`src/hdl/spq_pkg.sv`:
```
// Package of the sorted-insert priority queue.
// Holds field widths, status and action codes, the entry key and cell control types and the ordering key function.
// No dependencies.
package spq_pkg;

    localparam int SCORE_BITS = 21;
    localparam int SEQ_BITS = 20;
    localparam int PAY_FIELD_BITS = 16;
    localparam int OCC_BITS = 7;
    localparam int STATUS_BITS = 2;
    localparam int KEY_BITS = 1 + 2 * SEQ_BITS;

    localparam logic [STATUS_BITS-1:0] STATUS_OK = 2'd0;
    localparam logic [STATUS_BITS-1:0] STATUS_FULL = 2'd1;
    localparam logic [STATUS_BITS-1:0] STATUS_EMPTY = 2'd2;

    localparam logic ACTION_INSERT = 1'b0;
    localparam logic ACTION_POP = 1'b1;

    typedef struct packed {
        logic [SCORE_BITS-1:0] score;
        logic [SEQ_BITS-1:0]   seq;
    } entry_key_t;

    typedef struct packed {
        logic ins;
        logic pop;
    } cell_ctl_t;

    // A negative score is infinite and sorts after every finite score.
    function automatic logic [KEY_BITS-1:0] order_key(input entry_key_t e);
        logic                inf;
        logic [SEQ_BITS-1:0] fin;
        inf = e.score[SCORE_BITS-1];
        fin = inf ? '0 : e.score[SEQ_BITS-1:0];
        return {inf, fin, e.seq};
    endfunction

endpackage

```
`src/hdl/spq_cell.sv`:
```
// One storage cell of the sorted queue: holds one entry and shifts with its neighbors.
// Depends on spq_pkg for the entry key type and the ordering key.
module spq_cell
    import spq_pkg::*;
#(
    parameter int PAYLOAD_BITS = 16
) (
    input  logic                    clk,
    input  cell_ctl_t               ctl,
    input  logic                    valid,
    input  entry_key_t              new_key,
    input  logic [PAYLOAD_BITS-1:0] new_pay,
    input  logic                    left_goes,
    input  entry_key_t              left_key,
    input  logic [PAYLOAD_BITS-1:0] left_pay,
    input  entry_key_t              right_key,
    input  logic [PAYLOAD_BITS-1:0] right_pay,
    output logic                    goes,
    output entry_key_t              key,
    output logic [PAYLOAD_BITS-1:0] pay
);

    entry_key_t              key_reg;
    entry_key_t              key_next;
    logic [PAYLOAD_BITS-1:0] pay_reg;
    logic [PAYLOAD_BITS-1:0] pay_next;

    // The cell keeps its entry on insert when the entry sorts at or before the new one.
    assign goes = valid && (order_key(key_reg) <= order_key(new_key));

    always_comb
    begin
        key_next = key_reg;
        pay_next = pay_reg;
        if (ctl.pop)
        begin
            key_next = right_key;
            pay_next = right_pay;
        end
        else if (ctl.ins && !goes)
        begin
            key_next = left_goes ? new_key : left_key;
            pay_next = left_goes ? new_pay : left_pay;
        end
    end

    always_ff @(posedge clk)
    begin
        key_reg <= key_next;
        pay_reg <= pay_next;
    end

    assign key = key_reg;
    assign pay = pay_reg;

endmodule

```
`config.mk`:
```
export PLATFORM = sky130hd
export DESIGN_NAME = spq_cell
export DESIGN_NICKNAME = d
export VERILOG_FILES = /design/src/hdl/spq_pkg.sv /design/src/hdl/spq_cell.sv
export SDC_FILE = /design/constraint.sdc
export NUM_CORES = 1
export LEC_CHECK = 0
export ABC_AREA = 1
export BUFFER_PORTS_ARGS = -buffer_cell sky130_fd_sc_hd__buf_2
export CAP_MARGIN = 20
export CORE_MARGIN = 2
export CORE_UTILIZATION = 45
export DETAILED_ROUTE_END_ITERATION = 10
export PLACE_DENSITY = 0.88
export SLEW_MARGIN = 30
export SYNTH_ARGS = -nofsm -noshare
export SYNTH_HDL_FRONTEND = slang
export SYNTH_SLANG_ARGS = --single-unit
```
`constraint.sdc`:
```
create_clock -name clk -period 4.7 [get_ports clk]
set_input_delay 0.235 -clock clk [delete_from_list [all_inputs] [get_ports clk]]
set_output_delay 0.235 -clock clk [all_outputs]
set_load 0.005 [all_outputs]
```
Word level (Yosys, flattened, before mapping). Index checks and enable logic that the tools add are counted.

Input port bits: 176. Register bits: 57.

Reduce and logical (&&, ||, !) cells: 4. Muxes and demuxes: 8. $lt $le $gt $ge: 1.

Operators by type and width (number): $mux 41 (3); $mux 16 (3); $le 41x41->1 (1); $mux 20 (2); $logic_and 1x1->1 (2); $reduce_bool 2->1 (1); $logic_not 1->1 (1).

Longest topological paths before layout. Gate-level depths: netlist of the first run.

Depth in word-level cells: 7. Mapped depth: 16. Depth with buffers taken out: 16.

Worst setup path before layout of the first run. Ideal clock, no wire load.

Path type: register to register. Start: register key_reg, in the netlist key[40]. End: register key_reg, in the netlist key[0], enable pin. Required time: 4.284 ns. Period minus slack after synthesis: 3.412 ns. Arrival: 2.996 ns. Library setup time: 0.416 ns. Stages on the path, launching flop included: 16. Slack: 1.288 ns. Cell sequence: edfxtp_1 clkbuf_1 nor2_1 ha_1 nand2_1 nor2_2 nand2_2 nor2_1 nand2_1 nor2_2 nand2_1 nand3_1 nand2_1 nand2_1 nand2_1 nand2_1.

Longest elaborated chain between the ends: 6.

RTL lines: start, declared (line spq_cell.sv:23) `entry_key_t key_reg;`; start signal, assigned (line spq_cell.sv:49) `key_reg <= key_next;`; $mux 20 (line spq_pkg.sv:35) `fin = inf ? '0 : e.score[SEQ_BITS-1:0];`; $le 41x41->1 (*) (line spq_cell.sv:29) `assign goes = valid && (order_key(key_reg) <= order_key(new_key));`; $logic_and 1x1->1 (*) (line spq_cell.sv:29); $logic_not 1->1 (*) (line spq_cell.sv:40) `else if (ctl.ins && !goes)`; $logic_and 1x1->1 (*) (line spq_cell.sv:40); $reduce_bool 2->1 (no line) (*).

Mark *: on every way between the ends. The rest lies on a longest branch, timed or not. A chain may end at the register's enable or synchronous reset.

Final worst setup path of the first run.
Start: register key_reg, in the netlist key[40]. End: register key_reg, in the netlist key[28], enable pin.

The elaborated chain is that of the path after synthesis.

==> results of run 1 <==
## logic make-up after synthesis
logic type,Yosys count
and+or+nand+nor,243
AOI/OAI and AO/OA,134
buffers and inverters,88
DFF,57
adders and majority gates,41
## final cells by class
cell class,count,area [µm²],area share
clock buffers,10,128,0.0225
clock inverters,6,106,0.0187
inverters,60,228,0.0401
multi-input cells,418,2170,0.383
flip-flops and latches,57,1710,0.302
well taps,111,139,0.0245
repair buffers,236,1190,0.209
## per-stage QoR
step / area [µm²] / hold slack [ns] / total power (W)
floorplan: 4240 / 0.465 / 0.000906
global placement: 5440 / 0.554 / 0.00108
detailed placement: 5440 / 0.558 / 0.00110
CTS: 5670 / 0.207 / 0.00166
global route: 5680 / 0.230 / 0.00174
finish: 5680 / 0.229 / 0.00164
## report_power, final
group / internal [W] / leakage, nW / switching (W)
combinational: 0.000187 / 2.28 / 0.000242
sequential: 0.000628 / 0.567 / 0.0000273
clock: 0.000350 / 0.116 / 0.000203
## per-layer routing
metal	wire, µm	global-route usage	vias up
li1	-	-	2297
met1	5060	0.284	1944
met2	6340	0.420	189
met3	881	0.0569	6
met4	59	0.0416	0
met5	0	0	-
## worst max path at each step
| stage | end | cells past startpoint |
|---|---|---|
| floorplan | key[0] | 15 |
| global placement | key[0] | 17 |
| detailed placement | pay[14] | 17 |
| CTS | key[13] | 15 |
| global route | key[28] | 15 |
| finish | key[28] | 15 |
## tightest hold or removal path, stage by stage
cell and delay [ns]:
buf_2 0.07, nor2_1 0.03, a21oi_1 0.09
## layout by cell type, fill, tap and decap left out
master / n
buf_2: 233
nand2_1: 131
a21oi_1: 129
nor2_1: 90
edfxtp_1: 57
inv_1: 54
ha_1: 41
clkbuf_8: 9
nand2_2: 7
nor2_2: 5
inv_2: 4
nand3_1: 4
bufinv_16: 3
buf_4: 3
clkinv_2: 2
a21o_1: 2
o21a_1: 2
clkinv_1: 2
nor3_1: 1
o21ai_0: 1
nand4_4: 1
nor3_2: 1
nand3b_1: 1
nor4_1: 1
nand4_1: 1
clkinv_4: 1
clkbuf_1: 1
==> results.yml, run 1 <==
outcome:
  outcome: "finished clean"
logic_synthesis:
  synthAdderAreaFrac: 0.121
  synth_ff_type: "edfxtp_1"
  yosys.area.top_type: "edfxtp_1"
  synth_edf_count: 57
  yosys_warnings: 0
  synth_nets: 780
  yosysTopAreaCellShare: 0.404
  yosysMostFrequentCell: "nand2_1"
  synthArstFlopShare: 0
  yosysSeqAreaShare: 0.404
  synth_top_family_by_area: "simple AND/OR/NAND/NOR gates"
  synth_compound_gate_area_share: 0.161
  synth_cell_types: 23
  synth-simple-area-share: 0.231
  netlist_instances: 563
  synth_xor_area_frac: 0
  ys_top_cells_by_count: "132 x nand2_1, 129 x a21oi_1, 90 x nor2_1, 57 x edfxtp_1, 56 x inv_1"
  syn_area_mm2: 0.00424
  ys_ff_latch: 57
  synth.avg_cell_area_um2: 7.53
  muxShareOfSynthArea: 0
  synthTopCellsByArea: "edfxtp_1 40%, a21oi_1 15%, ha_1 12%, nand2_1 12%, nor2_1 8.0%"
drt:
  wl_per_cell_um: 13.7
  vias: 4436
  drc: 0
  ant_nets: 0
  drt-total-wl_um: 12300
  drtPass1Iterations: 5
  via_per_inst: 4.94
  drtIter0Drc: 146
sta:
  rsz0062_at_grt: "no"
  post-route-period-util: 0.694
  relSlewSlack: 0.464
  tns_ns: 0
  min_period_ns: 3.26
  drv_slew: 0
  worst_pin_slew_ns: 0.803
  skew_ns: 0.00899
  max_freq_mhz: 306
  setup_violations: 0
  finalWorstSetupSlack_ns: 1.44
  hold_viol: 0
setup_path:
  rr_startpoint: "key[40]"
  crit_type: "flip-flop to flip-flop"
  crit_required_ns: 4.65
  critPathSlowestCell: "edfxtp_1"
  endpoint_kind: "flip-flop"
  timing.critical_path.buf_inv: 1
  rr_endpoint: "key[28]"
  path_max_fanout: 57
  rrSetupSlack_ns: 1.44
  crit_family: "simple AND/OR/NAND/NOR gates"
  crit_path_cell_trace: "nor2_1 > ha_1 > nand2_1 > nor2_2 > nand2_2 > nor2_1 > nand2_1 > nor2_2 > nand2_1 > nand3_1 > nand2_1 > nand2_1 > nand2_1 > nand2_2 > buf_4"
  cp-start-kind: "flip-flop"
  cp-startpoint: "key[40]"
  slowest_delay_ns: 0.79
  crit_top_cell: "nand2_1"
  reg2reg_depth: 15
  arrival_ns: 3.21
power:
  powerDensity_mw_per_mm2: 288
  peakVddDrop_v: 0.000162
  power.leakage_nw: 2.96
die:
  core-area_mm2: 0.00920
  ios: 234
  die_area_mm2: 0.0102
  die_y_um: 101
  start_util: 0.461
  die_w_um: 101
  rows: 35
min_path:
  worstHoldPathCells: 3
  min_to: "key[23]"
  hp-start: "right_key[23]"
  hold_class: "primary input to flip-flop"
clock_network:
  worstSkewPairLatency_ns: 0.32
  cts_tree: "done"
  htree_levels: 3
  clk_pin_slew_ns: 0.07
  cts.hold.buffers_added: 0
  post_cts_resized: 0
  clockBufferDepth: 2
  clockRootBuffer: "clkbuf_8"
  cts_buffers: 9
  postCtsSetupRepairBufs: 0
  clkSinkCount: 57
place:
  dp_slack_ns: 1.52
  routabilityCongestion: 0.915
  dp.cells: 882
  portBuffers: 233
  hpwlAfterDp_um: 9200
finish:
  final_util: 0.617
  drive_gt1_frac: 0.342
  antennaDiodeCount: 0
  largest_reg_flops: 41
  area_growth_pct: 33.9
  final_cells: 898
  nets: 999
  num-fill-cells: 883
global_routing:
  grt_util_all_layers: 0.233
  antenna_found_initial: 0
  grt-ovfl-total: 0
  grt_pass1_wl_um: 18900
  grt_pass1_vias: 4118
  grt_max_degree: 59
run:
  cap_violations: 0
Note: power is estimated with default switching activity, not from simulation.
==> run 2, diff against run 1 <==
- CORE_UTILIZATION: 45 -> 41
- PLACE_DENSITY: 0.88 -> 0.85
- clock period: 4.7 -> 2.8 ns (I/O delays scaled with it)
==> results.yml, run 2 (synthesis results as in run 1) <==
outcome:
  outcome: "finished clean"
setup_path:
  crit_type: "flip-flop to flip-flop"
  crit_required_ns: 2.83
  path_max_fanout: 22
  reg2reg_depth: 16
  endpoint_kind: "flip-flop"
  cp-start-kind: "flip-flop"
  arrival_ns: 2.56
drt:
  via_per_inst: 4.95
  vias: 4591
  ant_nets: 0
  drc: 0
  drt-total-wl_um: 12600
  drtIter0Drc: 326
  wl_per_cell_um: 13.6
  drtPass1Iterations: 5
sta:
  tns_ns: 0
  drv_slew: 0
  worst_pin_slew_ns: 0.610
  min_period_ns: 2.53
  post-route-period-util: 0.904
  max_freq_mhz: 395
  hold_slack_ns: 0.130
  rsz0062_at_grt: "no"
  relSlewSlack: 0.593
  skew_ns: 0.0106
  hold_viol: 0
  setup_violations: 0
die:
  die_y_um: 106
  ios: 234
  die_w_um: 106
  die_area_mm2: 0.0112
  rows: 37
  core-area_mm2: 0.0102
  start_util: 0.416
min_path:
  hold_class: "primary input to flip-flop"
  worstHoldPathCells: 3
clock_network:
  clockBufferDepth: 2
  cts.hold.buffers_added: 0
  cts_tree: "done"
  cts_buffers: 9
  worstSkewPairLatency_ns: 0.33
  htree_levels: 3
  clkSinkCount: 57
  post_cts_resized: 0
  postCtsSetupRepairBufs: 0
  clk_pin_slew_ns: 0.07
  clockRootBuffer: "clkbuf_8"
global_routing:
  grt_util_all_layers: 0.227
  grt_pass1_wl_um: 20400
  antenna_found_initial: 0
  grt-ovfl-total: 0
  grt_pass1_vias: 4502
  grt_max_degree: 58
place:
  dp.cells: 912
  hpwlAfterDp_um: 9780
  portBuffers: 233
  routabilityCongestion: 0.901
finish:
  final_util: 0.562
  final_common_cell: "buf_2"
  largest_reg_flops: 41
  nets: 1004
  drive_gt1_frac: 0.345
  area_growth_pct: 35.1
  num-fill-cells: 984
  antennaDiodeCount: 0
  final_cell_mix: "233 x buf_2, 131 x nand2_1, 129 x a21oi_1"
  final_cells: 927
run:
  cap_violations: 0
power:
  powerDensity_mw_per_mm2: 449
  peakVddDrop_v: 0.000294
  power.leakage_nw: 2.98
  total_power_w: 0.00257
-- run 2: cell count changes in the layout (fill, tap and decap cells not counted) --
| cell | delta |
|---|---|
| buf_12 | +3 |
| buf_4 | +2 |
| bufinv_16 | -2 |
| clkinv_4 | -1 |
| inv_2 | +2 |
| nand2_2 | -1 |
| nand2_4 | +1 |
-- run 2: stage by stage --
| stage | area [µm²] | worst slack (ns) |
|---|---|---|
| 2_1_floorplan | 4250 | 0.201 |
| 3_3_place_gp | 5550 | 0.282 |
| 3_5_place_dp | 5550 | 0.216 |
| 4_1_cts | 5730 | 0.236 |
| 5_1_grt | 5730 | 0.0330 |
| 6_report | 5730 | 0.269 |
-- run 2: worst paths after layout --
check,end,slack (ns),start
worst min register to register,key[28],1.49,key[9]
worst max-delay path,key[5],0.27,key[40]
worst max register to register,key[5],0.27,key[40]
worst min-delay path,key[31],0.13,right_key[31]
-- run 2: power by group --
part | internal (W) | total [W] | switching, W
Sequential | 0.00105 | 0.00109 | 0.0000404
Combinational | 0.000328 | 0.000748 | 0.000420
Clock | 0.000397 | 0.000727 | 0.000329
-- run 2: per-layer routing --
metal  track usage  vias to the layer above  routed length, µm
met5             0                        -                  0
met4        0.0714                        0                214
met3        0.0507                       19                870
met2         0.396                      189               6270
met1         0.278                     2075               5250
li1              -                     2308                  -
-- run 2: critical path, cell delays in order, from the launching register on --
cell and delay (ns):
edfxtp_1 0.38, buf_12 0.16, nor2_1 0.06, ha_1 0.29
nand2_1 0.07, nor2_1 0.14, nand2_2 0.08, nor2_1 0.10
nand2_1 0.07, nor2_2 0.07, nand2_1 0.05, nand3_1 0.07
nand2_1 0.05, nand2_1 0.07, nand2_1 0.08, nand2_4 0.27
buf_12 0.21
-- run 2: area by class of cell --
type / instances / area [µm²] / share of cell area
multi-input cells: 418 / 2180 / 0.381
flip-flops and latches: 57 / 1710 / 0.299
repair buffers: 241 / 1260 / 0.221
inverters: 60 / 225 / 0.0393
well taps: 136 / 170 / 0.0297
clock buffers: 10 / 128 / 0.0223
clock inverters: 5 / 47.5 / 0.00830
